$ cat config.mk
export PLATFORM = sky130hd
export DESIGN_NAME = rv32im_instruction_decoder
export DESIGN_NICKNAME = d
export VERILOG_FILES = /design/src/rtl/rvd_pkg.sv /design/src/rtl/rv32im_instruction_decoder.sv
export SDC_FILE = /design/constraint.sdc
export NUM_CORES = 1
export LEC_CHECK = 0
export ABC_AREA = 1
export BUFFER_PORTS_ARGS = -buffer_cell sky130_fd_sc_hd__buf_2
export CORE_MARGIN = 2
export CORE_UTILIZATION = 53
export DETAILED_ROUTE_END_ITERATION = 10
export GPL_TIMING_DRIVEN = 0
export HOLD_SLACK_MARGIN = 0.05
export PLACE_DENSITY_LB_ADDON = 0.25
export RECOVER_POWER = 25
export SLEW_MARGIN = 20
export SYNTH_ARGS = -nofsm -noshare
export SYNTH_HDL_FRONTEND = slang
export SYNTH_SLANG_ARGS = --single-unit
$ cat constraint.sdc
create_clock -name clk -period 3.4 [get_ports clk]
set_clock_uncertainty 0.1 [all_clocks]
set_input_delay 0.34 -clock clk [delete_from_list [all_inputs] [get_ports clk]]
set_output_delay 0.34 -clock clk [all_outputs]
set_load 0.005 [all_outputs]
$ cat src/rtl/rvd_pkg.sv
package rvd_pkg;

	typedef enum logic [6:0] {
		OP_INV = 7'd0,
		OP_LB, OP_LH, OP_LW, OP_LBU, OP_LHU,
		OP_LB_MMU, OP_LH_MMU, OP_LW_MMU, OP_LBU_MMU, OP_LHU_MMU,
		OP_SB, OP_SH, OP_SW, OP_SB_MMU, OP_SH_MMU, OP_SW_MMU,
		OP_P_INC, OP_P_DEC, OP_C_ADDI, OP_C_ANDI, OP_C_SLLI, OP_C_SRAI, OP_C_SRLI,
		OP_P_LI_0, OP_P_LI_1, OP_C_LI, OP_C_MV, OP_ADDI,
		OP_SLTI, OP_SLTIU, OP_XORI, OP_ORI, OP_ANDI, OP_SLLI, OP_SRLI, OP_SRAI,
		OP_AUIPC, OP_LUI,
		OP_C_ADD, OP_C_SUB, OP_C_XOR, OP_C_OR, OP_C_AND,
		OP_ADD, OP_SLL, OP_SLT, OP_SLTU, OP_XOR, OP_SRL, OP_OR, OP_AND, OP_SUB, OP_SRA,
		OP_MUL, OP_MULH, OP_MULHSU, OP_MULHU, OP_DIV, OP_DIVU, OP_REM, OP_REMU,
		OP_C_BEQZ, OP_C_BNEZ, OP_P_BLTZ, OP_P_BGEZ, OP_P_BGTZ, OP_P_BLEZ,
		OP_BEQ, OP_BNE, OP_BLT, OP_BGE, OP_BLTU, OP_BGEU,
		OP_C_J, OP_C_JAL, OP_JAL,
		OP_P_RET, OP_C_JR, OP_JALR,
		OP_TRAP,
		OP_ECALL, OP_SRET, OP_SFENCE_VMA, OP_CSRRW, OP_CSRRS
	} op_e_t;

	typedef enum logic [1:0] {
		CLS_NORMAL   = 2'd0,
		CLS_JUMP     = 2'd1,
		CLS_BRANCH   = 2'd2,
		CLS_INDIRECT = 2'd3
	} cls_t;

	localparam logic [6:0] OPC_LOAD   = 7'h03;
	localparam logic [6:0] OPC_OP_IMM = 7'h13;
	localparam logic [6:0] OPC_AUIPC  = 7'h17;
	localparam logic [6:0] OPC_STORE  = 7'h23;
	localparam logic [6:0] OPC_OP     = 7'h33;
	localparam logic [6:0] OPC_LUI    = 7'h37;
	localparam logic [6:0] OPC_BRANCH = 7'h63;
	localparam logic [6:0] OPC_JALR   = 7'h67;
	localparam logic [6:0] OPC_TRAP   = 7'h6b;
	localparam logic [6:0] OPC_JAL    = 7'h6f;
	localparam logic [6:0] OPC_SYSTEM = 7'h73;

	localparam logic [2:0] F3_B    = 3'd0;
	localparam logic [2:0] F3_H    = 3'd1;
	localparam logic [2:0] F3_W    = 3'd2;
	localparam logic [2:0] F3_BU   = 3'd4;
	localparam logic [2:0] F3_HU   = 3'd5;

	localparam logic [2:0] F3_ADD  = 3'd0;
	localparam logic [2:0] F3_SLL  = 3'd1;
	localparam logic [2:0] F3_SLT  = 3'd2;
	localparam logic [2:0] F3_SLTU = 3'd3;
	localparam logic [2:0] F3_XOR  = 3'd4;
	localparam logic [2:0] F3_SR   = 3'd5;
	localparam logic [2:0] F3_OR   = 3'd6;
	localparam logic [2:0] F3_AND  = 3'd7;

	localparam logic [2:0] F3_BEQ  = 3'd0;
	localparam logic [2:0] F3_BNE  = 3'd1;
	localparam logic [2:0] F3_BLT  = 3'd4;
	localparam logic [2:0] F3_BGE  = 3'd5;
	localparam logic [2:0] F3_BLTU = 3'd6;
	localparam logic [2:0] F3_BGEU = 3'd7;

	localparam logic [2:0] F3_PRIV  = 3'd0;
	localparam logic [2:0] F3_CSRRW = 3'd1;
	localparam logic [2:0] F3_CSRRS = 3'd2;

	localparam logic [6:0] F7_BASE   = 7'h00;
	localparam logic [6:0] F7_MULDIV = 7'h01;
	localparam logic [6:0] F7_ALT    = 7'h20;

	localparam logic [11:0] SYS_ECALL  = 12'h000;
	localparam logic [11:0] SYS_SRET   = 12'h102;
	localparam logic [11:0] SYS_SFENCE = 12'h120;

	localparam logic [4:0] REG_ZERO = 5'd0;
	localparam logic [4:0] REG_RA   = 5'd1;

	typedef struct packed {
		op_e_t       op;
		logic [4:0]  rs1;
		logic [4:0]  rs2;
		logic [4:0]  rd;
		logic        discard;
		logic [31:0] imm_a;
		logic [31:0] imm_b;
		cls_t        cls;
		logic [31:0] target;
	} dec_t;

endpackage

$ cat src/rtl/rv32im_instruction_decoder.sv
// RV32IM instruction decoder.
// An instruction transaction is taken at a rising edge where start is high and
// busy is low; busy is never raised, so one instruction can be taken every
// cycle. instr_word and pc are captured in an input register, decoded by one
// level of combinational logic and stored in the result register.
// Each result is presented once its instruction has passed the input register
// and then the result register. It is valid
// for exactly one cycle, marked by done. The receiver cannot stall the block,
// so results leave at the same rate as instructions arrive: one per cycle.
// The decode path is a handful of field compares plus the 32-bit additions for
// the branch, jump and auipc targets and the jal return address, all within the
// combinational logic between the input and result registers.
// The configuration channel carries the translated-access flag; cfg_ready is
// always high and a write is taken when cfg_valid is high. It is to be
// written only while no instruction is in flight.
// Asynchronous reset clears the pipeline valid bits and the flag, so no
// result is signalled until a new instruction has been taken.
module rv32im_instruction_decoder (
	input  logic        clk,
	input  logic        arst_n,
	input  logic        start,
	output logic        busy,
	input  logic [31:0] instr_word,
	input  logic [31:0] pc,
	input  logic        cfg_valid,
	output logic        cfg_ready,
	input  logic        cfg_data,
	output logic        done,
	output logic [6:0]  op_id,
	output logic [4:0]  rs1_index,
	output logic [4:0]  rs2_index,
	output logic [4:0]  rd_index,
	output logic        write_discard,
	output logic [31:0] imm_a,
	output logic [31:0] imm_b,
	output logic [1:0]  instr_class,
	output logic [31:0] jump_target
);
	import rvd_pkg::*;

	logic        mmu_q;
	logic        valid_s1;
	logic [31:0] word_s1;
	logic [31:0] pc_s1;
	logic        valid_s2;
	dec_t        res_s2;
	dec_t        dec;

	logic [6:0]  opc;
	logic [4:0]  rd;
	logic [2:0]  f3;
	logic [4:0]  rs1;
	logic [4:0]  rs2;
	logic [6:0]  f7;
	logic [31:0] iimm;
	logic [31:0] simm;
	logic [31:0] bimm;
	logic [31:0] jimm;
	logic [31:0] uimm;
	logic [11:0] sys_imm;

	assign busy      = 1'b0;
	assign cfg_ready = 1'b1;

	always_ff @(posedge clk or negedge arst_n) begin
		if (!arst_n) begin
			mmu_q <= 1'b0;
		end else if (cfg_valid && cfg_ready) begin
			mmu_q <= cfg_data;
		end
	end

	always_ff @(posedge clk or negedge arst_n) begin
		if (!arst_n) begin
			valid_s1 <= 1'b0;
			valid_s2 <= 1'b0;
		end else begin
			valid_s1 <= start && !busy;
			valid_s2 <= valid_s1;
		end
	end

	always_ff @(posedge clk) begin
		if (start && !busy) begin
			word_s1 <= instr_word;
			pc_s1   <= pc;
		end
		if (valid_s1) begin
			res_s2 <= dec;
		end
	end

	assign opc     = word_s1[6:0];
	assign rd      = word_s1[11:7];
	assign f3      = word_s1[14:12];
	assign rs1     = word_s1[19:15];
	assign rs2     = word_s1[24:20];
	assign f7      = word_s1[31:25];
	assign sys_imm = word_s1[31:20];
	assign iimm    = {{20{word_s1[31]}}, word_s1[31:20]};
	assign simm    = {{20{word_s1[31]}}, word_s1[31:25], word_s1[11:7]};
	assign bimm    = {{19{word_s1[31]}}, word_s1[31], word_s1[7], word_s1[30:25],
		word_s1[11:8], 1'b0};
	assign jimm    = {{11{word_s1[31]}}, word_s1[31], word_s1[19:12], word_s1[20],
		word_s1[30:21], 1'b0};
	assign uimm    = {word_s1[31:12], 12'd0};

	always_comb begin
		dec         = '0;
		dec.op      = OP_INV;
		dec.cls     = CLS_NORMAL;
		unique case (opc)
			OPC_LOAD: begin
				dec.rs1     = rs1;
				dec.imm_b   = iimm;
				dec.rd      = rd;
				dec.discard = (rd == REG_ZERO);
				case (f3)
					F3_B:    dec.op = mmu_q ? OP_LB_MMU : OP_LB;
					F3_H:    dec.op = mmu_q ? OP_LH_MMU : OP_LH;
					F3_W:    dec.op = mmu_q ? OP_LW_MMU : OP_LW;
					F3_BU:   dec.op = mmu_q ? OP_LBU_MMU : OP_LBU;
					F3_HU:   dec.op = mmu_q ? OP_LHU_MMU : OP_LHU;
					default: dec.op = OP_INV;
				endcase
			end
			OPC_OP_IMM: begin
				dec.rs1     = rs1;
				dec.imm_b   = iimm;
				dec.rd      = rd;
				dec.discard = (rd == REG_ZERO);
				if (rd == rs1) begin
					if (f3 == F3_ADD) begin
						if (iimm == 32'd1) dec.op = OP_P_INC;
						else if (iimm == '1) dec.op = OP_P_DEC;
						else dec.op = OP_C_ADDI;
					end else if (f3 == F3_AND) dec.op = OP_C_ANDI;
					else if (f3 == F3_SLL && f7 == F7_BASE) dec.op = OP_C_SLLI;
					else if (f3 == F3_SR && f7 == F7_ALT) dec.op = OP_C_SRAI;
					else if (f3 == F3_SR && f7 == F7_BASE) dec.op = OP_C_SRLI;
				end
				if (dec.op == OP_INV) begin
					if (f3 == F3_ADD) begin
						if (rs1 == REG_ZERO && iimm == 32'd0) dec.op = OP_P_LI_0;
						else if (rs1 == REG_ZERO && iimm == 32'd1) dec.op = OP_P_LI_1;
						else if (rs1 == REG_ZERO) dec.op = OP_C_LI;
						else if (iimm == 32'd0) dec.op = OP_C_MV;
						else dec.op = OP_ADDI;
					end else if (f3 == F3_SLT) dec.op = OP_SLTI;
					else if (f3 == F3_SLTU) dec.op = OP_SLTIU;
					else if (f3 == F3_XOR) dec.op = OP_XORI;
					else if (f3 == F3_OR) dec.op = OP_ORI;
					else if (f3 == F3_AND) dec.op = OP_ANDI;
					else if (f3 == F3_SLL && f7 == F7_BASE) dec.op = OP_SLLI;
					else if (f3 == F3_SR && f7 == F7_BASE) dec.op = OP_SRLI;
					else if (f3 == F3_SR && f7 == F7_ALT) dec.op = OP_SRAI;
				end
			end
			OPC_AUIPC: begin
				dec.op      = OP_AUIPC;
				dec.rd      = rd;
				dec.discard = (rd == REG_ZERO);
				dec.imm_a   = pc_s1 + uimm;
			end
			OPC_LUI: begin
				dec.op      = OP_LUI;
				dec.rd      = rd;
				dec.discard = (rd == REG_ZERO);
				dec.imm_a   = uimm;
			end
			OPC_STORE: begin
				dec.rs1   = rs1;
				dec.rs2   = rs2;
				dec.imm_b = simm;
				case (f3)
					F3_B:    dec.op = mmu_q ? OP_SB_MMU : OP_SB;
					F3_H:    dec.op = mmu_q ? OP_SH_MMU : OP_SH;
					F3_W:    dec.op = mmu_q ? OP_SW_MMU : OP_SW;
					default: dec.op = OP_INV;
				endcase
			end
			OPC_OP: begin
				dec.rs1     = rs1;
				dec.rs2     = rs2;
				dec.rd      = rd;
				dec.discard = (rd == REG_ZERO);
				if (rd == rs1 && f7 == F7_BASE) begin
					if (f3 == F3_ADD) dec.op = OP_C_ADD;
					else if (f3 == F3_XOR) dec.op = OP_C_XOR;
					else if (f3 == F3_OR) dec.op = OP_C_OR;
					else if (f3 == F3_AND) dec.op = OP_C_AND;
				end
				if (rd == rs1 && f7 == F7_ALT && f3 == F3_ADD) dec.op = OP_C_SUB;
				if (dec.op == OP_INV) begin
					if (f7 == F7_BASE) begin
						case (f3)
							F3_ADD:  dec.op = OP_ADD;
							F3_SLL:  dec.op = OP_SLL;
							F3_SLT:  dec.op = OP_SLT;
							F3_SLTU: dec.op = OP_SLTU;
							F3_XOR:  dec.op = OP_XOR;
							F3_SR:   dec.op = OP_SRL;
							F3_OR:   dec.op = OP_OR;
							default: dec.op = OP_AND;
						endcase
					end else if (f7 == F7_MULDIV) begin
						case (f3)
							F3_ADD:  dec.op = OP_MUL;
							F3_SLL:  dec.op = OP_MULH;
							F3_SLT:  dec.op = OP_MULHSU;
							F3_SLTU: dec.op = OP_MULHU;
							F3_XOR:  dec.op = OP_DIV;
							F3_SR:   dec.op = OP_DIVU;
							F3_OR:   dec.op = OP_REM;
							default: dec.op = OP_REMU;
						endcase
					end else if (f7 == F7_ALT && f3 == F3_ADD) dec.op = OP_SUB;
					else if (f7 == F7_ALT && f3 == F3_SR) dec.op = OP_SRA;
				end
			end
			OPC_BRANCH: begin
				dec.rs1    = rs1;
				dec.rs2    = rs2;
				dec.cls    = CLS_BRANCH;
				dec.target = pc_s1 + bimm;
				if (rs2 == REG_ZERO && f3 == F3_BEQ) dec.op = OP_C_BEQZ;
				else if (rs2 == REG_ZERO && f3 == F3_BNE) dec.op = OP_C_BNEZ;
				else if (rs2 == REG_ZERO && f3 == F3_BLT) dec.op = OP_P_BLTZ;
				else if (rs2 == REG_ZERO && f3 == F3_BGE) dec.op = OP_P_BGEZ;
				else if (rs1 == REG_ZERO && f3 == F3_BLT) dec.op = OP_P_BGTZ;
				else if (rs1 == REG_ZERO && f3 == F3_BGE) dec.op = OP_P_BLEZ;
				else if (f3 == F3_BEQ) dec.op = OP_BEQ;
				else if (f3 == F3_BNE) dec.op = OP_BNE;
				else if (f3 == F3_BLT) dec.op = OP_BLT;
				else if (f3 == F3_BGE) dec.op = OP_BGE;
				else if (f3 == F3_BLTU) dec.op = OP_BLTU;
				else if (f3 == F3_BGEU) dec.op = OP_BGEU;
			end
			OPC_JALR: begin
				dec.rs1     = rs1;
				dec.imm_b   = iimm;
				dec.rd      = rd;
				dec.discard = (rd == REG_ZERO);
				dec.cls     = CLS_INDIRECT;
				if (iimm == 32'd0 && rs1 == REG_RA && rd == REG_ZERO) dec.op = OP_P_RET;
				else if (iimm == 32'd0 && rd == REG_ZERO) dec.op = OP_C_JR;
				else dec.op = OP_JALR;
			end
			OPC_TRAP: begin
				dec.op = OP_TRAP;
			end
			OPC_JAL: begin
				dec.rd      = rd;
				dec.discard = (rd == REG_ZERO);
				dec.cls     = CLS_JUMP;
				dec.imm_b   = pc_s1 + 32'd4;
				dec.imm_a   = pc_s1 + jimm;
				dec.target  = pc_s1 + jimm;
				if (rd == REG_ZERO) dec.op = OP_C_J;
				else if (rd == REG_RA) dec.op = OP_C_JAL;
				else dec.op = OP_JAL;
			end
			OPC_SYSTEM: begin
				dec.rs1     = rs1;
				dec.imm_b   = {20'd0, sys_imm};
				dec.rd      = rd;
				dec.discard = (rd == REG_ZERO);
				if (f3 == F3_PRIV && sys_imm == SYS_ECALL) begin
					dec.op  = OP_ECALL;
					dec.cls = CLS_INDIRECT;
				end else if (f3 == F3_PRIV && sys_imm == SYS_SRET) begin
					dec.op  = OP_SRET;
					dec.cls = CLS_INDIRECT;
				end else if (f3 == F3_PRIV && sys_imm == SYS_SFENCE) dec.op = OP_SFENCE_VMA;
				else if (f3 == F3_CSRRW) dec.op = OP_CSRRW;
				else if (f3 == F3_CSRRS) dec.op = OP_CSRRS;
			end
			default: begin
				dec.op = OP_INV;
			end
		endcase
		if (dec.op == OP_INV) begin
			dec     = '0;
			dec.op  = OP_INV;
			dec.cls = CLS_NORMAL;
		end
	end

	assign done          = valid_s2;
	assign op_id         = res_s2.op;
	assign rs1_index     = res_s2.rs1;
	assign rs2_index     = res_s2.rs2;
	assign rd_index      = res_s2.rd;
	assign write_discard = res_s2.discard;
	assign imm_a         = res_s2.imm_a;
	assign imm_b         = res_s2.imm_b;
	assign instr_class   = res_s2.cls;
	assign jump_target   = res_s2.target;

endmodule
==> metrics.csv <==
metric;value;unit
area grow syn2layout;23.0;%
max-slew violation count;66;
fmax;0.291;GHz
Synth Warn #;0;
Final Net Count;2117;
row count;57;
post-synthesis sequential area ratio;43.0;%
slew margin rel.;-17.1;%
Max Cap Violations;1;
top cell type's share of synthesized area;42.4;%
Final WS setup;-0.0329;ns
Synth cell types;52;
Root Driver;clkbuf_16;
pwr dens;432;nW/um^2
Syn Inst Count;1692;
Hold WC Path Type;in2reg;
H-tree depth;4;
Peak VDD IR;0.364;mV
share of layout cells above drive strength 1;17.5;%
total gr overflow;0;
vias in the first global route;13300;
critical path cell sequence;ha_1 -> a21oi_2 -> o21a_1 -> o21ai_0 -> nand2_1 -> nand4_1 -> o21ai_0 -> o211ai_1;
Worst-Margin Slew;1.76;ns
via/cell ratio;6.04;
syn nets;1819;
Avg Cell Area, Syn;7.74;sq um
dominant cells by area after synthesis;edfxtp_1 42%, nand2_1 9.9%, nor2_1 6.8%;
largest net degree at the start of global routing;66;
final setup vio count;2;
detailed placement HPWL;40200;um
vias after detailed routing;14100;
Worst EP arrival;3.51;ns
crit start category;register;
area occupied by multi-input gates;6510;sq um
worst-path maximum fanout;6;
Detailed Route WL;54200;um
first-pass detailed-route iteration total;6;
Final Cycle Share;101;%
largest area contributor in the netlist;edfxtp_1;
critical path class;reg2reg;
#FFs+latches synth;188;
Worst Setup End Kind;register;
Final Util;66.4;%
Core ar.;24200;sq um
I/O pin total;193;
clock sink total;188;
Die Y-Extent;161;um
# fillers;2102;
Final Hold Fails;0;
initial core utilization;54.0;%
GRT Util Overall;41.3;%
Num CTS Buffers;17;
leakage;6.86;nW
initial antenna violation count;2;
Post-Synthesis Cell Area;13100;sq um
die width;161;um
CTS tree;built;
Worst Path Required;3.47;ns
DRC viols;0;
most common cell type on the critical path;o21ai_0;
clock latency on the worst-skew pair;0.47;ns
Reg area;5630;sq um
first-pass GRT wire length;79300;um
Slowest-stage cell, CP;edfxtp_1;
Port Buffers;190;
failing checks;capacitance limit, slew limit, setup timing;
wire per inst;23.3;um
Die ar.;26000;sq um
post-route ant nets;0;
routability congestion estimate;1.10;
commonest non-fill, non-tap cell in the layout;nand2_1;
crit path time final;3.43;ns
status;finished with violations;
commonest non-fill, non-tap cells in the layout;343 x nand2_1, 233 x nor2_1, 211 x inv_1;
CTS Buffer Depth;2;
clock slew at reported path FFs;0.09;ns
First DRT Iteration DRCs;1807;
total chip power;0.00696;W
CP max stage delay;0.63;ns
[through the flow]
stage | worst slack (ns) | hold slack, ns | setup TNS, ns | cell area [sq um] | std cells
final | -0.0329 | 0.0433 | -0.0366 | 16100 | 2328
after global routing | -0.0420 | 0.0649 | -0.0694 | 16100 | 2327
after CTS | 0.00193 | 0.0536 | 0 | 15800 | 2309
after detailed placement | -0.334 | 0.0472 | -3.27 | 14500 | 2209
after global placement | -0.903 | 0.0353 | -123.23 | 14400 | 2206
after floorplan | 0.0642 | -0.0556 | 0 | 13100 | 1692
[cell families (layout without fill, tap and decap cells)]
logic type	Yosys count	after routing	share of synthesized area [%]
flip-flops	188	188	43.0
other	2	3	0.0574
AND/OR/NAND/NOR	800	800	26.4
AO/OA/AOI/OAI	358	358	15.1
XOR/XNOR	23	23	1.54
buffers and inverters	263	574	8.16
adder cells (fa/ha/maj)	58	58	5.72
[worst max-delay path, delay by kind of cell, from the launching register on]
| kind | cells | cell delay, ns |
|---|---|---|
| AO/OA/AOI/OAI | 5 | 1.66 |
| adder cells (fa/ha/maj) | 1 | 0.48 |
| flip-flops | 1 | 0.63 |
| AND/OR/NAND/NOR | 2 | 0.26 |
[final cells by class]
class	count	area share (%)
multi-input cells	1241	40.4
flip-flops and latches	188	35.0
repair buffers	281	11.3
inverters	227	5.39
clock buffers	17	2.64
well taps	324	2.52
clock inverters	15	1.38
plain buffers	33	1.23
repair inverters	1	0.0544
diodes	1	0.0155
[metal layers]
metal	GRT usage, %	part of all wire, %	routed length [um]	vias to the layer above
met5	0	0	0	-
li1	-	-	-	6366
met4	22.3	6.1	3330	0
met3	11.0	14	7580	198
met1	55.4	38	20600	6373
met2	61.3	42	22700	1132
[sequential cells by signal (all words and copies together) (netlist names), 2 cells and up]
| register | count |
|---|---|
| imm_a | 32 |
| imm_b | 32 |
| jump_target | 32 |
| pc_s1 | 32 |
| word_s1 | 32 |
| op_id | 7 |
| rd_index | 5 |
| rs1_index | 5 |
| rs2_index | 5 |
| instr_class | 2 |
[synthesized netlist by cell type (all sizes together)]
cell type  instances
a21boi             3
a21o               6
a21oi            139
a221oi             1
a31o               1
a31oi              5
a32oi              3
and2               2
and3               1
buf               18
clkbuf            18
conb               2
dfrtp              3
edfxtp           185
fa                 3
ha                55
inv              227
nand2            356
nand3             98
nand3b             4
nand4             30
nor2             258
nor3              29
nor3b              3
nor4              10
o2111ai            4
o211ai            17
o21a               6
o21ai            151
o21bai             1
o221ai            12
o22ai              6
o31ai              3
or2                9
xnor2              8
xor2              15
[worst paths after layout]
kind | slack [ns] | to | start | cells past startpoint
worst min register to register | 0.53 | imm_a[0] | pc_s1[0] | 2
worst max register to register | -0.03 | imm_a[25] | pc_s1[14] | 8
worst max-delay path | -0.03 | imm_a[25] | pc_s1[14] | 8
worst min-delay path | 0.04 | mmu_q | cfg_data | 3
max in group asynchronous | 2.87 | valid_s1 | arst_n | 2
min in group asynchronous | 0.13 | valid_s1 | arst_n | 2
[power by group]
| part | total, W | switching, W | leakage, nW | internal [W] |
|---|---|---|---|---|
| combinational | 0.00184 | 0.00123 | 4.74 | 0.000606 |
| clock | 0.00224 | 0.00119 | 0.310 | 0.00104 |
| sequential | 0.00289 | 0.000187 | 1.81 | 0.00270 |
| total | 0.00696 | 0.00261 | 6.86 | 0.00435 |
[repair_timing]
item / 4_1_cts / 5_1_grt
pin swaps: 0 / 1
resized for setup: 12 / 37
setup buffers: 4 / 19
hold endpoints to repair: 67 / 0
setup endpoints to repair: 56 / 80
gates cloned: 0 / 1
hold buffers: 65 / 0
No activity file was read; power rests on OpenSTA's default activity.
